### src/rtl/core/sps_pkg.sv
`default_nettype none
// ----------------------------------------------------------------------------
// sps_pkg
// shared constants, state codes and controller/datapath interface types for
// the strided prime scanner
// ----------------------------------------------------------------------------
package sps_pkg;

    localparam int VALUE_BITS   = 27;
    localparam int STRIDE       = 16;
    localparam int WINDOW_DEPTH = 10;

    localparam int CFG_BITS     = 27;
    localparam int CFG_INDEX_W  = 2;
    localparam int COUNT_BITS   = 27;
    localparam int SUM_BITS     = 56;
    localparam int KEPT_BITS    = 4;
    localparam int KEPT_MAX     = (1 << KEPT_BITS) - 1;

    localparam logic [CFG_INDEX_W-1:0] REG_START_VALUE = CFG_INDEX_W'(0);
    localparam logic [CFG_INDEX_W-1:0] REG_MAX_VALUE   = CFG_INDEX_W'(1);

    localparam logic [CFG_BITS-1:0] START_VALUE_RESET = CFG_BITS'(3);
    localparam logic [CFG_BITS-1:0] MAX_VALUE_RESET   = CFG_BITS'(100000000);

    // trial divisor and its square
    localparam int DIV_W = VALUE_BITS / 2 + 2;
    localparam int SQ_W  = VALUE_BITS + 1;
    localparam int FIRST_DIVISOR = 3;

    // remainder unit: a few dividend bits per cycle
    localparam int DIV_STEP   = 4;
    localparam int DIV_CYCLES = (VALUE_BITS + DIV_STEP - 1) / DIV_STEP;
    localparam int DIV_PAD    = DIV_CYCLES * DIV_STEP;
    localparam int DIV_CNT_W  = (DIV_CYCLES > 1) ? $clog2(DIV_CYCLES) : 1;

    // recent prime window
    localparam int WIN_IDX_W = (WINDOW_DEPTH > 1) ? $clog2(WINDOW_DEPTH) : 1;
    localparam int FILL_W    = $clog2(WINDOW_DEPTH + 1);

    typedef enum logic [2:0] {
        ST_IDLE,
        ST_EVAL,
        ST_TEST,
        ST_DIV,
        ST_REM,
        ST_FINISH
    } state_t;

    typedef struct packed {
        logic accept;
        logic test_init;
        logic div_init;
        logic div_step;
        logic next_div;
        logic commit;
        logic commit_prime;
        logic commit_done;
        logic load_out;
    } dp_cmd_t;

    typedef struct packed {
        logic scan_done;
        logic sq_over;
        logic div_last;
        logic rem_zero;
    } dp_status_t;

endpackage : sps_pkg
`default_nettype wire

### src/rtl/core/sps_ctrl.sv
`default_nettype none
// ----------------------------------------------------------------------------
// sps_ctrl
// sequencer for one scan step: restart, end check, trial division loop,
// commit and hand-off to the output register
// ----------------------------------------------------------------------------
module sps_ctrl (
    input  wire logic                clk,
    input  wire logic                rst_n,
    input  wire logic                in_valid,
    output logic                     in_ready,
    output logic                     out_valid,
    input  wire logic                out_ready,
    input  wire sps_pkg::dp_status_t status,
    output sps_pkg::dp_cmd_t         cmd
);
    import sps_pkg::*;

    state_t state_reg;
    state_t state_next;
    logic   out_valid_reg;
    logic   out_valid_next;

    always_ff @(posedge clk or negedge rst_n)
    begin
        if (!rst_n)
        begin
            state_reg     <= ST_IDLE;
            out_valid_reg <= 1'b0;
        end
        else
        begin
            state_reg     <= state_next;
            out_valid_reg <= out_valid_next;
        end
    end

    // next state
    always_comb
    begin
        state_next = state_reg;
        unique case (state_reg)
            ST_IDLE:
            begin
                if (in_valid)
                    state_next = ST_EVAL;
            end
            ST_EVAL:
            begin
                if (status.scan_done)
                    state_next = ST_FINISH;
                else
                    state_next = ST_TEST;
            end
            ST_TEST:
            begin
                if (status.sq_over)
                    state_next = ST_FINISH;
                else
                    state_next = ST_DIV;
            end
            ST_DIV:
            begin
                if (status.div_last)
                    state_next = ST_REM;
            end
            ST_REM:
            begin
                if (status.rem_zero)
                    state_next = ST_FINISH;
                else
                    state_next = ST_TEST;
            end
            ST_FINISH:
            begin
                if (!out_valid_reg || out_ready)
                    state_next = ST_IDLE;
            end
            default:
            begin
                state_next = ST_IDLE;
            end
        endcase
    end

    // outputs
    always_comb
    begin
        cmd      = '0;
        in_ready = 1'b0;
        unique case (state_reg)
            ST_IDLE:
            begin
                in_ready   = 1'b1;
                cmd.accept = in_valid;
            end
            ST_EVAL:
            begin
                if (status.scan_done)
                    cmd.commit_done = 1'b1;
                else
                    cmd.test_init = 1'b1;
            end
            ST_TEST:
            begin
                if (status.sq_over)
                begin
                    cmd.commit       = 1'b1;
                    cmd.commit_prime = 1'b1;
                end
                else
                begin
                    cmd.div_init = 1'b1;
                end
            end
            ST_DIV:
            begin
                cmd.div_step = 1'b1;
            end
            ST_REM:
            begin
                if (status.rem_zero)
                    cmd.commit = 1'b1;
                else
                    cmd.next_div = 1'b1;
            end
            ST_FINISH:
            begin
                cmd.load_out = !out_valid_reg || out_ready;
            end
            default:
            begin
                cmd = '0;
            end
        endcase
    end

    always_comb
    begin
        priority if (cmd.load_out)
            out_valid_next = 1'b1;
        else if (out_ready)
            out_valid_next = 1'b0;
        else
            out_valid_next = out_valid_reg;
    end

    assign out_valid = out_valid_reg;

endmodule : sps_ctrl
`default_nettype wire

### src/rtl/core/sps_datapath.sv
`default_nettype none
// ----------------------------------------------------------------------------
// sps_datapath
// scan state, configuration registers, trial divisor with running square,
// multi-bit restoring remainder unit, totals, recent prime window and
// output register
// ----------------------------------------------------------------------------
module sps_datapath (
    input  wire logic                               clk,
    input  wire logic                               rst_n,
    input  wire logic                               cfg_we,
    input  wire logic [sps_pkg::CFG_INDEX_W-1:0]    cfg_index,
    input  wire logic [sps_pkg::CFG_BITS-1:0]       cfg_data,
    input  wire logic                               restart,
    input  wire sps_pkg::dp_cmd_t                   cmd,
    output sps_pkg::dp_status_t                     status,
    output logic [sps_pkg::VALUE_BITS-1:0]          candidate,
    output logic                                    is_prime,
    output logic [sps_pkg::COUNT_BITS-1:0]          found_count,
    output logic [sps_pkg::SUM_BITS-1:0]            found_sum,
    output logic [sps_pkg::VALUE_BITS-1:0]          oldest_kept,
    output logic [sps_pkg::KEPT_BITS-1:0]           kept_count,
    output logic                                    done_res
);
    import sps_pkg::*;

    // configuration
    logic [CFG_BITS-1:0]   start_value_reg;
    logic [CFG_BITS-1:0]   max_value_reg;

    // scan state
    logic [VALUE_BITS-1:0] next_cand_reg;
    logic [VALUE_BITS-1:0] next_cand_next;
    logic                  past_end_reg;
    logic                  past_end_next;
    logic [COUNT_BITS-1:0] count_reg;
    logic [COUNT_BITS-1:0] count_next;
    logic [SUM_BITS-1:0]   sum_reg;
    logic [SUM_BITS-1:0]   sum_next;
    logic [FILL_W-1:0]     fill_reg;
    logic [FILL_W-1:0]     fill_next;
    logic [WIN_IDX_W-1:0]  head_reg;
    logic [WIN_IDX_W-1:0]  head_next;
    logic [VALUE_BITS-1:0] recent_reg [WINDOW_DEPTH];

    // trial division
    logic [DIV_W-1:0]      divisor_reg;
    logic [SQ_W-1:0]       square_reg;
    logic [DIV_W-1:0]      rem_reg;
    logic [DIV_W-1:0]      rem_next;
    logic [DIV_PAD-1:0]    dividend_reg;
    logic [DIV_CNT_W-1:0]  div_cnt_reg;

    // step result
    logic [VALUE_BITS-1:0] res_cand_reg;
    logic                  res_prime_reg;
    logic                  res_done_reg;

    // output register
    logic [VALUE_BITS-1:0] out_cand_reg;
    logic                  out_prime_reg;
    logic [COUNT_BITS-1:0] out_count_reg;
    logic [SUM_BITS-1:0]   out_sum_reg;
    logic [VALUE_BITS-1:0] out_oldest_reg;
    logic [KEPT_BITS-1:0]  out_kept_reg;
    logic                  out_done_reg;

    logic [VALUE_BITS:0]   stepped;
    logic [FILL_W:0]       slot_sum;
    logic [WIN_IDX_W-1:0]  slot;
    logic                  window_full;
    logic [VALUE_BITS-1:0] oldest;
    logic [KEPT_BITS-1:0]  kept;

    // configuration port
    always_ff @(posedge clk or negedge rst_n)
    begin
        if (!rst_n)
        begin
            start_value_reg <= START_VALUE_RESET;
            max_value_reg   <= MAX_VALUE_RESET;
        end
        else if (cfg_we)
        begin
            if (cfg_index == REG_START_VALUE)
                start_value_reg <= cfg_data;
            if (cfg_index == REG_MAX_VALUE)
                max_value_reg <= cfg_data;
        end
    end

    // status
    assign status.scan_done = past_end_reg ||
                              (CFG_BITS'(next_cand_reg) > max_value_reg);
    assign status.sq_over   = square_reg > SQ_W'(next_cand_reg);
    assign status.div_last  = div_cnt_reg == '0;
    assign status.rem_zero  = rem_reg == '0;

    // candidate advance and window slot
    assign stepped     = {1'b0, next_cand_reg} + (VALUE_BITS + 1)'(STRIDE);
    assign slot_sum    = (FILL_W + 1)'(head_reg) + (FILL_W + 1)'(fill_reg);
    assign slot        = (slot_sum >= (FILL_W + 1)'(WINDOW_DEPTH)) ?
                         WIN_IDX_W'(slot_sum - (FILL_W + 1)'(WINDOW_DEPTH)) :
                         WIN_IDX_W'(slot_sum);
    assign window_full = fill_reg == FILL_W'(WINDOW_DEPTH);

    always_comb
    begin
        next_cand_next = next_cand_reg;
        past_end_next  = past_end_reg;
        count_next     = count_reg;
        sum_next       = sum_reg;
        fill_next      = fill_reg;
        head_next      = head_reg;
        priority if (cmd.accept && restart)
        begin
            next_cand_next = VALUE_BITS'(start_value_reg);
            past_end_next  = 1'b0;
            count_next     = '0;
            sum_next       = '0;
            fill_next      = '0;
            head_next      = '0;
        end
        else if (cmd.commit)
        begin
            if (cmd.commit_prime)
            begin
                count_next = count_reg + COUNT_BITS'(1);
                sum_next   = sum_reg + SUM_BITS'(next_cand_reg);
                if (!window_full)
                    fill_next = fill_reg + FILL_W'(1);
                else if (head_reg == WIN_IDX_W'(WINDOW_DEPTH - 1))
                    head_next = '0;
                else
                    head_next = head_reg + WIN_IDX_W'(1);
            end
            if (stepped[VALUE_BITS])
                past_end_next = 1'b1;
            else
                next_cand_next = stepped[VALUE_BITS-1:0];
        end
        else
        begin
            next_cand_next = next_cand_reg;
        end
    end

    always_ff @(posedge clk or negedge rst_n)
    begin
        if (!rst_n)
        begin
            next_cand_reg <= VALUE_BITS'(START_VALUE_RESET);
            past_end_reg  <= 1'b0;
            count_reg     <= '0;
            sum_reg       <= '0;
            fill_reg      <= '0;
            head_reg      <= '0;
        end
        else
        begin
            next_cand_reg <= next_cand_next;
            past_end_reg  <= past_end_next;
            count_reg     <= count_next;
            sum_reg       <= sum_next;
            fill_reg      <= fill_next;
            head_reg      <= head_next;
        end
    end

    always_ff @(posedge clk)
    begin
        if (cmd.commit && cmd.commit_prime)
            recent_reg[slot] <= next_cand_reg;
    end

    // remainder unit, DIV_STEP dividend bits per cycle
    always_comb
    begin
        logic [DIV_W:0] trial;
        rem_next = rem_reg;
        trial    = '0;
        for (int i = 0; i < DIV_STEP; i++)
        begin
            trial = {rem_next, dividend_reg[DIV_PAD-1-i]};
            if (trial >= {1'b0, divisor_reg})
                trial = trial - {1'b0, divisor_reg};
            rem_next = trial[DIV_W-1:0];
        end
    end

    always_ff @(posedge clk)
    begin
        if (cmd.test_init)
        begin
            divisor_reg <= DIV_W'(FIRST_DIVISOR);
            square_reg  <= SQ_W'(FIRST_DIVISOR * FIRST_DIVISOR);
        end
        else if (cmd.next_div)
        begin
            divisor_reg <= divisor_reg + DIV_W'(2);
            square_reg  <= square_reg + SQ_W'({divisor_reg, 2'b00}) + SQ_W'(4);
        end

        if (cmd.div_init)
        begin
            rem_reg      <= '0;
            dividend_reg <= DIV_PAD'(next_cand_reg);
            div_cnt_reg  <= DIV_CNT_W'(DIV_CYCLES - 1);
        end
        else if (cmd.div_step)
        begin
            rem_reg      <= rem_next;
            dividend_reg <= dividend_reg << DIV_STEP;
            div_cnt_reg  <= div_cnt_reg - DIV_CNT_W'(1);
        end
    end

    // step result
    always_ff @(posedge clk)
    begin
        if (cmd.commit)
        begin
            res_cand_reg  <= next_cand_reg;
            res_prime_reg <= cmd.commit_prime;
            res_done_reg  <= 1'b0;
        end
        else if (cmd.commit_done)
        begin
            res_cand_reg  <= '0;
            res_prime_reg <= 1'b0;
            res_done_reg  <= 1'b1;
        end
    end

    assign oldest = (fill_reg != '0) ? recent_reg[head_reg] : '0;
    assign kept   = (int'(fill_reg) > KEPT_MAX) ? KEPT_BITS'(KEPT_MAX) :
                                                  KEPT_BITS'(fill_reg);

    always_ff @(posedge clk)
    begin
        if (cmd.load_out)
        begin
            out_cand_reg   <= res_cand_reg;
            out_prime_reg  <= res_prime_reg;
            out_count_reg  <= count_reg;
            out_sum_reg    <= sum_reg;
            out_oldest_reg <= oldest;
            out_kept_reg   <= kept;
            out_done_reg   <= res_done_reg;
        end
    end

    assign candidate   = out_cand_reg;
    assign is_prime    = out_prime_reg;
    assign found_count = out_count_reg;
    assign found_sum   = out_sum_reg;
    assign oldest_kept = out_oldest_reg;
    assign kept_count  = out_kept_reg;
    assign done_res    = out_done_reg;

endmodule : sps_datapath
`default_nettype wire

### src/rtl/core/strided_prime_scan.sv
`default_nettype none
// ----------------------------------------------------------------------------
// strided_prime_scan
// strided trial-division prime scanner with running count, sum and a window
// of the most recent primes
// ----------------------------------------------------------------------------
// One input transaction advances the scan by one candidate (or restarts it at
// start_value, clearing count, sum and window) and yields exactly one result
// transaction. Items are handled one at a time: a done step passes only through
// the end check, otherwise each of the k odd trial divisors checked (k up to
// about sqrt(candidate) / 2) takes a square test, the division steps and a
// remainder check. Most of a step is spent in the single shared remainder
// unit, which retires 4 dividend bits per cycle.
// A finished result waits in the output register while the next transaction
// is accepted. A start_value write takes effect at the next restart; a
// max_value write applies from the next end check.
module strided_prime_scan (
    input  wire logic                               clk,
    input  wire logic                               rst_n,
    input  wire logic                               cfg_we,
    input  wire logic [sps_pkg::CFG_INDEX_W-1:0]    cfg_index,
    input  wire logic [sps_pkg::CFG_BITS-1:0]       cfg_data,
    input  wire logic                               in_valid,
    output logic                                    in_ready,
    input  wire logic                               restart,
    output logic                                    out_valid,
    input  wire logic                               out_ready,
    output logic [sps_pkg::VALUE_BITS-1:0]          candidate,
    output logic                                    is_prime,
    output logic [sps_pkg::COUNT_BITS-1:0]          found_count,
    output logic [sps_pkg::SUM_BITS-1:0]            found_sum,
    output logic [sps_pkg::VALUE_BITS-1:0]          oldest_kept,
    output logic [sps_pkg::KEPT_BITS-1:0]           kept_count,
    output logic                                    done_res
);
    import sps_pkg::*;

    dp_cmd_t    cmd;
    dp_status_t status;

    sps_ctrl u_ctrl (
        .clk       (clk),
        .rst_n     (rst_n),
        .in_valid  (in_valid),
        .in_ready  (in_ready),
        .out_valid (out_valid),
        .out_ready (out_ready),
        .status    (status),
        .cmd       (cmd)
    );

    sps_datapath u_datapath (
        .clk         (clk),
        .rst_n       (rst_n),
        .cfg_we      (cfg_we),
        .cfg_index   (cfg_index),
        .cfg_data    (cfg_data),
        .restart     (restart),
        .cmd         (cmd),
        .status      (status),
        .candidate   (candidate),
        .is_prime    (is_prime),
        .found_count (found_count),
        .found_sum   (found_sum),
        .oldest_kept (oldest_kept),
        .kept_count  (kept_count),
        .done_res    (done_res)
    );

endmodule : strided_prime_scan
`default_nettype wire

### config.mk
export PLATFORM = sky130hd
export DESIGN_NAME = strided_prime_scan
export DESIGN_NICKNAME = d
export VERILOG_FILES = /design/src/rtl/core/sps_pkg.sv /design/src/rtl/core/sps_ctrl.sv /design/src/rtl/core/sps_datapath.sv /design/src/rtl/core/strided_prime_scan.sv
export SDC_FILE = /design/constraint.sdc
export NUM_CORES = 1
export LEC_CHECK = 0
export ABC_AREA = 1
export BUFFER_PORTS_ARGS = -buffer_cell sky130_fd_sc_hd__buf_2
export CORE_ASPECT_RATIO = 1.75
export CORE_MARGIN = 8
export CORE_UTILIZATION = 60
export CTS_CLUSTER_DIAMETER = 200
export DETAILED_ROUTE_END_ITERATION = 8
export GPL_ROUTABILITY_DRIVEN = 0
export PLACE_DENSITY = 0.81
export SLEW_MARGIN = 30
export SYNTH_ARGS = -nofsm -noshare
export SYNTH_HDL_FRONTEND = slang
export SYNTH_SLANG_ARGS = --single-unit
export TNS_END_PERCENT = 20
### constraint.sdc
create_clock -name clk -period 10.1 [get_ports clk]
set_input_delay 0.505 -clock clk [delete_from_list [all_inputs] [get_ports clk]]
set_output_delay 0.505 -clock clk [all_outputs]
set_load 0.05 [all_outputs]
==> impl_metrics.json <==
{
  "start_util": 0.607,
  "ys_warn_count": 0,
  "synth_top_area_share": 0.398,
  "final_area_mm2": 0.0391,
  "timing_worst_setup_path_type": "flip-flop to flip-flop",
  "wl_per_cell_um": 22.3,
  "synthArstFlopShare": 0.251,
  "grt_max_degree": 144,
  "syn-num-nets": 3875,
  "synth_edf_count": 468,
  "place_area_mm2": 0.0371,
  "avgSynthCellArea_um2": 9.65,
  "grt_use_met3": 0.0570,
  "synth_seq_cells": 704,
  "hold_depth": 3,
  "io_buffers": 179,
  "rsz0062_at_grt": "false",
  "cp_slowest_stage_delay_ps": 870,
  "seq_area_frac_synth": 0.558,
  "vias": 28400,
  "clock-sinks": 704,
  "synthFlopType": "edfxtp_1",
  "clk_path_buf_depth": 3,
  "fin_util": 0.674,
  "skew_ps": 22.4,
  "wl_um": 104000,
  "slowest_stage": "a211oi_1",
  "die_h_um": 337,
  "synthToLayoutAreaGrowth_pct": 11.0,
  "core_area_mm2": 0.0581,
  "first_pass_iters": 7,
  "reg2reg_depth": 47,
  "worst_pin_slew_ps": 1110,
  "grt.total_usage": 0.305,
  "drive_above_1_share": 0.105,
  "cts_resized": 0,
  "synth_most_common_cell": "nand2_1",
  "largest_reg_flops": 270,
  "num_rows": 117,
  "cp-start-kind": "flip-flop",
  "max_freq_ghz": 0.113,
  "setup_viol": 0,
  "clk_pin_slew_worst_paths_ps": 70,
  "drt_iter0_markers": 2781,
  "use_met2": 0.515,
  "grt_pass1_vias": 28000,
  "tritoncts": "built",
  "met1_usage": 0.332,
  "dieWidth_um": 199,
  "synthTopCellsByArea": "edfxtp_1, dfrtp_1, nand2_1",
  "cts_root_buffer": "clkbuf_16",
  "fin_setup_tns_ps": 0,
  "required_ps": 10620,
  "dieArea_mm2": 0.0671,
  "antenna_found_initial": 2,
  "mappedNetlistArea_mm2": 0.0353,
  "synth_top_area_cell": "edfxtp_1",
  "cts_made_buffers": 57,
  "critPathCaptureType": "flip-flop",
  "ys_types": 60,
  "busiest_layer": "met2",
  "htree_levels": 2,
  "whs_ps": 129,
  "finalCriticalPeriod_ps": 8830,
  "cap_violations": 0,
  "outcome": "finished, final reports clean",
  "avgViaCountPerCell": 6.11,
  "grt_overflow": 0,
  "worstPathMaxFanout": 20,
  "yosys-top-cells-count": "nand2_1, edfxtp_1, inv_1",
  "grt_pass1_wl_um": 156000,
  "r2r_slack_ps": 1270,
  "drcViolationCount": 0,
  "layout.nets": 4044,
  "n_fill_cell": 4332,
  "io_pins": 180,
  "syn-instance-count": 3654,
  "detailed_place_hpwl_um": 70000,
  "final-hold-violation-count": 0,
  "clk_latency_ps": 620,
  "fin_crit_sh": 0.875,
  "ant_nets": 0,
  "max-slew-margin-rel": 0.255,
  "final_max_slew_viol_count": 0,
  "worst_path_most_repeated_cell": "nand2_1",
  "worst_ep_arrival_time_ps": 9350,
  "hold_path_class": "input pin to flip-flop"
}
[final timing paths]
check                                             from                             end
max                          u_datapath.divisor_reg[4]          u_datapath.rem_reg[13]
min                                        cfg_data[0]   u_datapath.start_value_reg[0]
max reg2reg                  u_datapath.divisor_reg[4]          u_datapath.rem_reg[13]
min reg2reg                u_datapath.res_cand_reg[16]        u_datapath.candidate[16]
max in group asynchronous                        rst_n          u_datapath.head_reg[0]
min in group asynchronous                        rst_n  u_datapath.start_value_reg[12]
[placed cells by master, fill, tap and decap left out, types with 11 or more instances in the layout]
| cell type | instances |
|---|---|
| xnor2_1 | 57 |
| o211ai_1 | 17 |
| dfxtp_1 | 59 |
| bufinv_16 | 12 |
| o21a_1 | 13 |
| clkbuf_1 | 13 |
| nand2_1 | 701 |
| dfrtp_1 | 160 |
| o21ai_0 | 320 |
| ha_1 | 178 |
| o2111ai_1 | 15 |
| a31oi_1 | 20 |
| nor3_1 | 74 |
| a221oi_1 | 48 |
| dfstp_2 | 16 |
| xor2_1 | 69 |
| a21oi_1 | 227 |
| buf_2 | 178 |
| nor4_1 | 22 |
| nand4_1 | 44 |
| a22oi_1 | 11 |
| edfxtp_1 | 468 |
| nand3_1 | 130 |
| inv_1 | 405 |
| nor2_1 | 322 |
| or2_2 | 12 |
| a21oi_2 | 11 |
| o31ai_1 | 12 |
| clkbuf_16 | 57 |
| buf_4 | 47 |
[area by class of cell]
cell class	count	area, um2	share of cell area
tap	773	967	0.0247
clock inverter	34	503	0.0128
antenna	1	2.50	0.0000639
timing repair buffer	228	1290	0.0329
multi-input combinational	2414	13600	0.347
inverter	418	1570	0.0401
clock buffer	74	1530	0.0391
sequential	704	19700	0.503
[metrics by stage]
step / cells / setup slack, ps
final: 4646 / 1270
after global routing: 4645 / 366
after CTS: 4645 / 1640
after detailed placement: 4536 / 1660
after global placement: 4536 / 1940
after floorplan: 3654 / 2720
[repair_timing]
| item | 4_1_cts | 5_1_grt |
|---|---|---|
| hold buffers | 1 | 0 |
| hold endpoints to repair | 56 | 0 |
| buffers inserted | 0 | 0 |
[kinds of logic (layout without fill, tap and decap cells)]
| logic type | Yosys count | after routing | share of synthesized area |
|---|---|---|---|
| AOI/OAI and AO/OA | 745 | 745 | 0.122 |
| xor gates and xnor gates | 126 | 126 | 0.0313 |
| adders and majority gates | 186 | 186 | 0.0675 |
| buffers and inverters | 536 | 754 | 0.0588 |
| DFF | 704 | 704 | 0.558 |
| other | 0 | 1 | 0 |
| and+or+nand+nor | 1357 | 1357 | 0.162 |
[layer usage]
| layer | part of all wire | wire (um) |
|---|---|---|
| met1 | 0.33 | 34500 |
| met2 | 0.49 | 50400 |
| met3 | 0.089 | 9270 |
| met4 | 0.091 | 9450 |
| met5 | 0.00013 | 13 |
[worst max-delay path, delay by kind of cell, from the launching register on]
kind                     cells  cell delay, ps
buffers and inverters        6            1070
flip-flops                   1             380
AO/OA/AOI/OAI                9            2560
XOR/XNOR                     1             150
adder cells (fa/ha/maj)      4            1470
AND/OR/NAND/NOR             27            3100
Power is left out: the tool's default activity adds up to more than one toggle a clock period on the data nets, which glitch-free logic cannot reach.
